### src/hdl/ssb_pkg.sv
package ssb_pkg;

  // field widths
  localparam int unsigned AXIS_W = 12;
  localparam int unsigned TIME_W = 32;
  localparam int unsigned AXES   = 4;

  // configuration port
  localparam int unsigned CFG_IDX_W  = 3;
  localparam int unsigned CFG_DATA_W = 32;

  // register indexes
  localparam logic [CFG_IDX_W-1:0] CFG_CENTER     = 3'd0;
  localparam logic [CFG_IDX_W-1:0] CFG_LARGE_TH   = 3'd1;
  localparam logic [CFG_IDX_W-1:0] CFG_SMALL_TH   = 3'd2;
  localparam logic [CFG_IDX_W-1:0] CFG_RELEASE_WIN = 3'd3;
  localparam logic [CFG_IDX_W-1:0] CFG_CORRECT_WIN = 3'd4;
  localparam logic [CFG_IDX_W-1:0] CFG_LEFT_EN    = 3'd5;
  localparam logic [CFG_IDX_W-1:0] CFG_RIGHT_EN   = 3'd6;

  // register reset values
  localparam logic [AXIS_W-1:0] CENTER_RST      = 12'd2048;
  localparam logic [AXIS_W-1:0] LARGE_TH_RST    = 12'd2000;
  localparam logic [AXIS_W-1:0] SMALL_TH_RST    = 12'd1200;
  localparam logic [TIME_W-1:0] RELEASE_WIN_RST = 32'd5000;
  localparam logic [TIME_W-1:0] CORRECT_WIN_RST = 32'd10000;

  // axis slots, left stick first
  localparam int unsigned AX_LX = 0;
  localparam int unsigned AX_LY = 1;
  localparam int unsigned AX_RX = 2;
  localparam int unsigned AX_RY = 3;

  typedef struct packed {
    logic [TIME_W-1:0] sample_time;
    logic [AXIS_W-1:0] left_x;
    logic [AXIS_W-1:0] left_y;
    logic [AXIS_W-1:0] right_x;
    logic [AXIS_W-1:0] right_y;
  } sample_t;

  typedef struct packed {
    logic [AXIS_W-1:0] out_left_x;
    logic [AXIS_W-1:0] out_left_y;
    logic [AXIS_W-1:0] out_right_x;
    logic [AXIS_W-1:0] out_right_y;
  } result_t;

endpackage

### src/hdl/ssb_sample_if.sv
interface ssb_sample_if;
  import ssb_pkg::*;

  logic    valid;
  logic    ready;
  sample_t data;

  modport source (output valid, output data, input ready);
  modport sink (input valid, input data, output ready);
  modport monitor (input valid, input data, input ready);
endinterface

### src/hdl/ssb_result_if.sv
interface ssb_result_if;
  import ssb_pkg::*;

  logic    valid;
  logic    ready;
  result_t data;

  modport source (output valid, output data, input ready);
  modport sink (input valid, input data, output ready);
  modport monitor (input valid, input data, input ready);
endinterface

### src/hdl/stick_snapback_suppressor.sv
// channel   | dir | payload                                   | transfer
// ----------+-----+-------------------------------------------+-------------------
// sample_i  | in  | sample_time, left_x, left_y, right_x/y    | valid & ready
// result_o  | out | out_left_x, out_left_y, out_right_x/y     | valid & ready
// cfg       | in  | cfg_idx_i, cfg_data_i                     | cfg_we_i
//
// one sample per cycle sustained while result_o.ready stays high; a transferred sample
// passes the input register, then the per-axis compare logic into the result register,
// where the result becomes valid
// the per-axis state updates when a sample moves into the result register
// reset (rst_ni low, asynchronous) clears the axis state and loads default config
// a stalled result holds its register; an empty input register still takes one sample
module stick_snapback_suppressor (
  input  logic                            clk_i,
  input  logic                            rst_ni,
  input  logic                            cfg_we_i,
  input  logic [ssb_pkg::CFG_IDX_W-1:0]   cfg_idx_i,
  input  logic [ssb_pkg::CFG_DATA_W-1:0]  cfg_data_i,
  ssb_sample_if.sink                      sample_i,
  ssb_result_if.source                    result_o
);
  import ssb_pkg::*;

  // configuration registers
  logic [AXIS_W-1:0] center_q;
  logic [AXIS_W-1:0] large_th_q;
  logic [AXIS_W-1:0] small_th_q;
  logic [TIME_W-1:0] release_win_q;
  logic [TIME_W-1:0] correct_win_q;
  logic              left_en_q;
  logic              right_en_q;

  // per-axis state
  logic [AXES-1:0][TIME_W-1:0] last_large_q, last_large_d;
  logic [AXES-1:0][TIME_W-1:0] corr_begin_q, corr_begin_d;
  logic [AXES-1:0]             correcting_q, correcting_d;

  // pipeline registers
  logic    in_vld_q;
  sample_t in_data_q;
  logic    out_vld_q;
  result_t out_data_q, out_data_d;

  logic                        advance;
  logic [AXES-1:0][AXIS_W-1:0] pos;
  logic [AXES-1:0][AXIS_W-1:0] axis_out;

  // configuration writes
  always_ff @(posedge clk_i or negedge rst_ni) begin
    if (!rst_ni) begin
      center_q      <= CENTER_RST;
      large_th_q    <= LARGE_TH_RST;
      small_th_q    <= SMALL_TH_RST;
      release_win_q <= RELEASE_WIN_RST;
      correct_win_q <= CORRECT_WIN_RST;
      left_en_q     <= 1'b1;
      right_en_q    <= 1'b1;
    end else if (cfg_we_i) begin
      case (cfg_idx_i)
        CFG_CENTER:      center_q      <= cfg_data_i[AXIS_W-1:0];
        CFG_LARGE_TH:    large_th_q    <= cfg_data_i[AXIS_W-1:0];
        CFG_SMALL_TH:    small_th_q    <= cfg_data_i[AXIS_W-1:0];
        CFG_RELEASE_WIN: release_win_q <= cfg_data_i[TIME_W-1:0];
        CFG_CORRECT_WIN: correct_win_q <= cfg_data_i[TIME_W-1:0];
        CFG_LEFT_EN:     left_en_q     <= cfg_data_i[0];
        CFG_RIGHT_EN:    right_en_q    <= cfg_data_i[0];
        default: ;
      endcase
    end
  end

  // handshake: input register moves on when the result register is free
  assign advance        = in_vld_q && (!out_vld_q || result_o.ready);
  assign sample_i.ready = !in_vld_q || advance;
  assign result_o.valid = out_vld_q;
  assign result_o.data  = out_data_q;

  always_ff @(posedge clk_i or negedge rst_ni) begin
    if (!rst_ni) begin
      in_vld_q <= 1'b0;
    end else if (sample_i.ready) begin
      in_vld_q <= sample_i.valid;
    end
  end

  always_ff @(posedge clk_i) begin
    if (sample_i.valid && sample_i.ready) begin
      in_data_q <= sample_i.data;
    end
  end

  // axis positions in slot order
  assign pos[AX_LX] = in_data_q.left_x;
  assign pos[AX_LY] = in_data_q.left_y;
  assign pos[AX_RX] = in_data_q.right_x;
  assign pos[AX_RY] = in_data_q.right_y;

  // per-axis snapback logic
  for (genvar k = 0; k < AXES; k++) begin : g_axis
    localparam bit LeftStick = (k < AXES / 2);

    logic              en;
    logic [AXIS_W-1:0] offset;
    logic              is_large;
    logic              is_small;
    logic [TIME_W-1:0] since_large;
    logic [TIME_W-1:0] since_begin;

    assign en = LeftStick ? left_en_q : right_en_q;

    always_comb begin
      offset = (pos[k] >= center_q) ? (pos[k] - center_q) : (center_q - pos[k]);
      is_large = (offset >= large_th_q);
      is_small = (offset <= small_th_q);
      // a large deflection in this sample refreshes the large time first
      since_large = is_large ? '0 : (in_data_q.sample_time - last_large_q[k]);
      since_begin = in_data_q.sample_time - corr_begin_q[k];

      last_large_d[k] = last_large_q[k];
      corr_begin_d[k] = corr_begin_q[k];
      correcting_d[k] = correcting_q[k];

      if (en) begin
        if (is_large) begin
          last_large_d[k] = in_data_q.sample_time;
        end
        if (is_small) begin
          if (correcting_q[k]) begin
            if (since_begin > correct_win_q) begin
              correcting_d[k] = 1'b0;
            end
          end else if (since_large <= release_win_q) begin
            correcting_d[k] = 1'b1;
            corr_begin_d[k] = in_data_q.sample_time;
          end
        end else begin
          correcting_d[k] = 1'b0;
        end
      end

      axis_out[k] = (!en || correcting_d[k]) ? center_q : pos[k];
    end
  end

  // pack result
  always_comb begin
    out_data_d.out_left_x  = axis_out[AX_LX];
    out_data_d.out_left_y  = axis_out[AX_LY];
    out_data_d.out_right_x = axis_out[AX_RX];
    out_data_d.out_right_y = axis_out[AX_RY];
  end

  // state commits when a sample moves into the result register
  always_ff @(posedge clk_i or negedge rst_ni) begin
    if (!rst_ni) begin
      last_large_q <= '0;
      corr_begin_q <= '0;
      correcting_q <= '0;
    end else if (advance) begin
      last_large_q <= last_large_d;
      corr_begin_q <= corr_begin_d;
      correcting_q <= correcting_d;
    end
  end

  // result register
  always_ff @(posedge clk_i or negedge rst_ni) begin
    if (!rst_ni) begin
      out_vld_q <= 1'b0;
    end else if (advance) begin
      out_vld_q <= 1'b1;
    end else if (result_o.ready) begin
      out_vld_q <= 1'b0;
    end
  end

  always_ff @(posedge clk_i) begin
    if (advance) begin
      out_data_q <= out_data_d;
    end
  end

endmodule

### src/flat_wrapper.sv
// flat-port wrapper written by rule: the top's interface ports become plain ports
module stick_snapback_suppressor_flat import ssb_pkg::*;
  (clk_i, rst_ni, cfg_we_i, cfg_idx_i, cfg_data_i, sample_i_valid, sample_i_data, sample_i_ready, result_o_valid, result_o_data, result_o_ready);
  ssb_sample_if sample_i_i ();
  ssb_result_if result_o_i ();
  input  logic clk_i;
  input  logic rst_ni;
  input  logic cfg_we_i;
  input  logic [ssb_pkg::CFG_IDX_W-1:0] cfg_idx_i;
  input  logic [ssb_pkg::CFG_DATA_W-1:0] cfg_data_i;
  input wire logic [$bits(sample_i_i.valid)-1:0] sample_i_valid;
  input wire logic [$bits(sample_i_i.data)-1:0] sample_i_data;
  output wire logic [$bits(sample_i_i.ready)-1:0] sample_i_ready;
  output wire logic [$bits(result_o_i.valid)-1:0] result_o_valid;
  output wire logic [$bits(result_o_i.data)-1:0] result_o_data;
  input wire logic [$bits(result_o_i.ready)-1:0] result_o_ready;
  assign sample_i_i.valid = sample_i_valid;
  assign sample_i_i.data = sample_i_data;
  assign sample_i_ready = sample_i_i.ready;
  assign result_o_valid = result_o_i.valid;
  assign result_o_data = result_o_i.data;
  assign result_o_i.ready = result_o_ready;
  stick_snapback_suppressor u_core (.clk_i(clk_i), .rst_ni(rst_ni), .cfg_we_i(cfg_we_i), .cfg_idx_i(cfg_idx_i), .cfg_data_i(cfg_data_i), .sample_i(sample_i_i), .result_o(result_o_i));
endmodule
### config.mk
export PLATFORM = sky130hd
export DESIGN_NAME = stick_snapback_suppressor_flat
export DESIGN_NICKNAME = d
export VERILOG_FILES = /design/src/hdl/ssb_pkg.sv /design/src/hdl/ssb_sample_if.sv /design/src/hdl/ssb_result_if.sv /design/src/hdl/stick_snapback_suppressor.sv /design/src/flat_wrapper.sv
export SDC_FILE = /design/constraint.sdc
export NUM_CORES = 2
export LEC_CHECK = 0
export ABC_AREA = 1
export BUFFER_PORTS_ARGS = -buffer_cell sky130_fd_sc_hd__clkbuf_2
export CORE_MARGIN = 5
export CORE_UTILIZATION = 65
export CTS_BUF_LIST = sky130_fd_sc_hd__clkbuf_8 sky130_fd_sc_hd__clkbuf_16
export DETAILED_ROUTE_END_ITERATION = 7
export GPL_ROUTABILITY_DRIVEN = 0
export PLACE_DENSITY_LB_ADDON = 0.08
export RECOVER_POWER = 100
export SLEW_MARGIN = 30
export SYNTH_ARGS = -nofsm -noshare
export SYNTH_HDL_FRONTEND = slang
export SYNTH_SLANG_ARGS = --single-unit
### constraint.sdc
create_clock -name clk_i -period 11.2 [get_ports clk_i]
set_clock_uncertainty 0.15 [all_clocks]
set_input_delay 2.24 -clock clk_i [delete_from_list [all_inputs] [get_ports clk_i]]
set_output_delay 2.24 -clock clk_i [all_outputs]
set_load 0.02 [all_outputs]
**Yosys cells after proc, flatten, opt, wreduce, memory -nomap -nowiden**

Index checks and enable logic that the tools add are counted.

- Register bits: 492
- Bits in latches: 0
- RAM bits: 0
- Memory bits (read-only): 0
- Memories: 0

- $add $sub $neg: 16
- Multiply operators: 0
- Div/mod/pow operators: 0
- Order comparisons: 20
- Equal/unequal tests: 6
- Shift-type cells: 0
- Multiplexer cells: 34
- Bitwise gates (word level): 4
- Reductions and logical operators: 29

Operators by type and width:

| operator | number |
|---|---|
| subtractor 32 bit | 8 |
| > comparator 32 bit | 4 |
| less-or-equal comparator 32 bit | 4 |
| two-way mux 32 bit | 4 |
| >= comparator 12 bit | 8 |
| two-way mux 12 bit | 8 |
| subtractor 12 bit | 8 |
| less-or-equal comparator 12 bit | 4 |
| two-way mux 1 bit | 22 |
| AND reduction 5 bit | 4 |
| AND reduction 2 bit | 7 |
| AND reduction 3 bit | 4 |
| == test 3 bit, second input constant | 3 |
| == test 3 x 2 -> 1 bit, second input constant | 2 |
| logical OR 1 bit | 6 |
| zero test 1 bit | 4 |
| NOT 1 bit | 4 |
| == test 3 x 1 -> 1 bit, second input constant | 1 |
| zero test 3 bit | 1 |
| logical AND 1 bit | 2 |
| nonzero test 2 bit | 1 |

**Longest topological paths before layout**

- Depth in word-level cells: 11
- Gate-level depth with buffers: 40

**Worst setup path after synthesis**

No wires, ideal clock.

- Path kind: register to register
- Start point: register u_core.center_q[1]
- End point: register u_core.out_data_q, in the netlist u_core.result_o.data[37] (data pin)
- Arrival: 4.646 ns
- Required time: 10.796 ns
- Path slack: 6.150 ns
- Stages on the path, launching flop included: 29
- Path buffers: 3
- Cells stage by stage: dfrtp_1 > inv_1 > fa_1 > a31o_2 > nand3_1 > nand4_1 > buf_2 > o21ai_1 > inv_1 > ha_1 > inv_1 > o31ai_1 > nand3_1 > nand3_1 > clkbuf_1 > nor2_1 > ha_1 > nand2_1 > nor2_1 > nand4_1 > nor2_1 > nand2_1 > nand2_1 > nand2_2 > nand2_2 > nand3_2 > buf_6 > nand2_2 > nand2_1

RTL lines:

| item | line | text |
|---|---|---|
| from (decl) | stick_snapback_suppressor.sv:25 | `logic [AXIS_W-1:0] center_q;` |
| from (signal assigned) | stick_snapback_suppressor.sv:60 | `CFG_CENTER: center_q <= cfg_data_i[AXIS_W-1:0];` |
| to (signal assigned) | stick_snapback_suppressor.sv:179 | `out_data_q <= out_data_d;` |
| to (decl) | stick_snapback_suppressor.sv:42 | `result_t out_data_q, out_data_d;` |

==> results.md <==
- EDFF count, synth: about 130
- Area of all placed cells without fillers: 49,800 um^2
- Overall Global Routing Usage: 39.0%
- # placed instances: 7,429
- Die Y: 278 um
- WL/cell: 20.8 um
- Site Rows: 98
- H-tree level count: 2
- Endpoint of the worst-slack reg-to-reg timing path: u_core.result_o.data[47]
- Capturing element type of the critical path: flip-flop
- Area post-placement: 48,200 um^2
- Hold wc startpoint: u_core.last_large_q[29]
- DRC marker count from the first detailed-route iteration: ~5.7k
- Total of hold buffers inserted after clock tree synthesis: 0
- Dpl hpwl: 124,000 um
- CP arrival: between 9 and 10 ns
- End of the worst hold path: u_core.last_large_q[29]
- Post-CTS setup buffer count: 0
- Pre-Repair DR Iteration Count: 8
- First-pass GRT wire length: 239,000 um
- Worst vdd ir: approximately 250 uV
- Maximum clock rate: roughly 110 MHz
- Worst reg-to-reg setup slack: 2.38 ns
- Num Clock Sinks: 492
- Period Utilization, post-route: 78.8%
- Via total after detailed routing: 45.5k
- Number of hold violations in the final report: 0
- Post-Synthesis Cells: 6,401
- Portion of the post-synthesis area used by sequential elements: around 28%
- Average footprint of a synthesized cell: 7.29 um^2
- Setup repair after global routing missed its margin: false
- CTS Buf Count: 56
- Area of the die: 77,200 um^2
- Power per cell area: 300 nW/um^2
- Final hold slack: ~0.33 ns
- Final layout net count: 7,366
- Buffering stage count on the worst path with inverters included: 5
- Net count of the mapped netlist: 7,229
- Buffer levels on the longest clock path: 3
- Time the worst path needs with I/O delays and setup: between 8 and 9 ns
- Top_reg_cell synth: sky130_fd_sc_hd__dfrtp_1
- Via count of the first global-routing pass: 41.6k
- Routed Antenna Nets: 0
- Number of cells on the worst hold path: 2
- Slowest cell on the critical path: sky130_fd_sc_hd__clkbuf_1
- Width of the chip: 278 um
- Max-slew violation total from the final report: 714
- Asr flop ratio synth: 74.0%
- Failing checks: max-capacitance violations, max-slew violations
- Maximum number of pins on one net before global-route repair: 86
- Post-Route Setup TNS: 0 ns
- Core Util, Final: 69.8%
- Most frequent cell on the critical path: sky130_fd_sc_hd__nand2_1
- Number of synthesized register bits: 492
- Outcome: complete, but fails checks
- Worst Path Max Fanout: 23
- Number of distinct library cells after synthesis: 54
- Total detailed-routing wirelength: 157,000 um
- Initial Utilization: 65.4%
- DR vias/cell: 6.03
- Number of failing setup endpoints in the final timing report: 0
- PostCTS Resize Cnt: 0
- Kind of launch point of the worst setup path: flip-flop
- Worst rel slew slack: -232%
- Cell at the root of the clock tree: sky130_fd_sc_hd__clkbuf_16
- Fraction of final layout cells sized beyond drive strength 1: under 10%
- Count of warnings emitted by yosys: 0
- Post-route non-filler standard cell count: 7,536
- Clock latency on the worst-skew pair: 0.64 ns
- Residual DRC count: 0
- Remaining global-route overflow: 0
- Max-cap viol count: 12
- TritonCTS clock tree: done
- Clock transition at the register clock pins on the worst setup and hold paths after CTS: ~0.070 ns
- Static Leak: 25.0 nW
- Layout-stage area growth over the synthesis result: 6.83%
- CP delay by family, top: simple AND/OR/NAND/NOR gates
- Worst path max stage delay: 0.79 ns
- FF-to-FF path depth: 30
- Type of the most critical hold path: flip-flop to flip-flop
- Critical R2R Launch: u_core.center_q[1]
- Top Ports: 170
- Category of the most critical setup path: flip-flop to flip-flop
- Initial antenna violation count: 0
- Port-buffer cells: about 170
- Core Region: 71,400 um^2
- Fillcell total: between 6k and 7k
- Synthesized area: 46,600 um^2
- Required @ worst endpoint: 11.43 ns
- Slew at the pin with the worst max-slew slack: 4.97 ns
-- flip-flops by register name, indices dropped and copies added, names as in the netlist, 12 cells and up --
| register | flops |
|---|---|
| u_core.in_data_q | 80 |
| u_core.small_th_q | 12 |
| u_core.corr_begin_q | 128 |
| u_core.release_win_q | 32 |
| u_core.last_large_q | 128 |
| u_core.result_o.data | 48 |
| u_core.large_th_q | 12 |
| u_core.center_q | 12 |
| u_core.correct_win_q | 32 |
-- per-layer routing --
layer  track usage [%]  up-vias  wire (um)
met5             0.688        -         69
met4              19.3        2       9890
met3              8.21      543      17900
met2              57.5     2679      63800
met1              54.5    20800      65000
li1                  -    21500          -
-- tightest hold or removal path: stages, from the launching register on --
cell                      delay [ns]
sky130_fd_sc_hd__dfrtp_1        0.34
sky130_fd_sc_hd__nand2_1        0.05
sky130_fd_sc_hd__o21ai_0        0.06
-- how the worst max path moves through the flow --
stage          depth (start not counted)                from                  endpoint
2_1_floorplan                         28  u_core.center_q[1]  u_core.result_o.data[37]
3_3_place_gp                          29  u_core.center_q[1]  u_core.corr_begin_q[125]
3_5_place_dp                          28  u_core.center_q[1]   u_core.corr_begin_q[98]
4_1_cts                               29  u_core.center_q[1]  u_core.corr_begin_q[117]
5_1_grt                                3              rst_ni        u_core.center_q[9]
6_report                              30  u_core.center_q[1]  u_core.result_o.data[47]
-- report_power, final --
group	switching, mW	leakage [nW]	internal [mW]	total (mW)
combinational	6.50	18.3	3.59	10.1
clock	0.829	0.993	1.15	1.98
sequential	0.419	5.78	2.48	2.89
total	7.75	25.0	7.21	15.0
-- synth_stat cells, types with 13 or more instances --
cell type                  instances  area (um^2)
sky130_fd_sc_hd__a21o_1           45          338
sky130_fd_sc_hd__dfstp_2          23          604
sky130_fd_sc_hd__nand3b_1         19          143
sky130_fd_sc_hd__nor3_1           45          225
sky130_fd_sc_hd__dfrtp_1         341         8530
sky130_fd_sc_hd__nand2_1        1517         5690
sky130_fd_sc_hd__o21a_1           42          315
sky130_fd_sc_hd__a21boi_0         13         97.6
sky130_fd_sc_hd__o21ai_0         475         2380
sky130_fd_sc_hd__a21oi_1         573         2870
sky130_fd_sc_hd__o21ai_1          89          445
sky130_fd_sc_hd__nand3_1         179          896
sky130_fd_sc_hd__clkbuf_1         31          116
sky130_fd_sc_hd__xnor2_1          82          718
sky130_fd_sc_hd__edfxtp_1        128         3840
sky130_fd_sc_hd__o21bai_1         33          248
sky130_fd_sc_hd__xor2_1          178         1560
sky130_fd_sc_hd__fa_1             16          320
sky130_fd_sc_hd__o21ai_2          72          631
sky130_fd_sc_hd__buf_6            18          203
sky130_fd_sc_hd__inv_1           877         3290
sky130_fd_sc_hd__ha_1            692         8660
sky130_fd_sc_hd__buf_2            54          270
sky130_fd_sc_hd__nand2_2          56          350
sky130_fd_sc_hd__nor2_1          551         2070
sky130_fd_sc_hd__nand4_1         107          669
-- per-stage QoR --
stage | power (mW) | setup slack (ns)
2_1_floorplan | 10.3 | 6.15
3_3_place_gp | 12.4 | 3.83
5_1_grt | 16.3 | 1.59
3_5_place_dp | 12.7 | 3.56
6_report | 15.0 | 2.38
4_1_cts | 14.8 | 3.53
-- layout make-up --
cell class / count / area (um^2) / area share, %
diodes: 1 / 2.50 / 0.00502
clock buffers: 68 / 1590 / 3.19
clock inverters: 37 / 373 / 0.748
inverters: 883 / 3320 / 6.65
multi-input cells: 4911 / 29400 / 59.0
flip-flops and latches: 492 / 13000 / 26.1
well taps: 950 / 1190 / 2.39
repair buffers: 194 / 970 / 1.95
-- cell usage in the layout, fill, tap and decap left out, types with 16 or more instances in the layout --
cell	instances
sky130_fd_sc_hd__dfstp_2	23
sky130_fd_sc_hd__clkbuf_1	69
sky130_fd_sc_hd__o21ai_1	28
sky130_fd_sc_hd__o21bai_1	33
sky130_fd_sc_hd__inv_1	888
sky130_fd_sc_hd__nand2_1	1548
sky130_fd_sc_hd__nor2_1	551
sky130_fd_sc_hd__nand4_1	107
sky130_fd_sc_hd__xnor2_1	82
sky130_fd_sc_hd__o21a_1	42
sky130_fd_sc_hd__o21ai_0	575
sky130_fd_sc_hd__clkbuf_16	58
sky130_fd_sc_hd__clkbuf_2	107
sky130_fd_sc_hd__nand2_2	25
sky130_fd_sc_hd__o21ai_2	33
sky130_fd_sc_hd__edfxtp_1	128
sky130_fd_sc_hd__a21o_1	45
sky130_fd_sc_hd__fa_1	16
sky130_fd_sc_hd__dfrtp_1	341
sky130_fd_sc_hd__nand3_1	184
sky130_fd_sc_hd__xor2_1	178
sky130_fd_sc_hd__nand3b_1	19
sky130_fd_sc_hd__ha_1	692
sky130_fd_sc_hd__nor3_1	45
sky130_fd_sc_hd__a21oi_1	573
-- cells by family after synthesis --
kind of cell	Yosys count	share of synthesized area, %
and+or+nand+nor	2530	22.6
AOI/OAI and AO/OA	1413	16.9
buffers and inverters	998	8.55
adders and majority gates	708	19.2
DFF	492	27.8
xor gates and xnor gates	260	4.88
No activity file was read; power rests on OpenSTA's default activity.
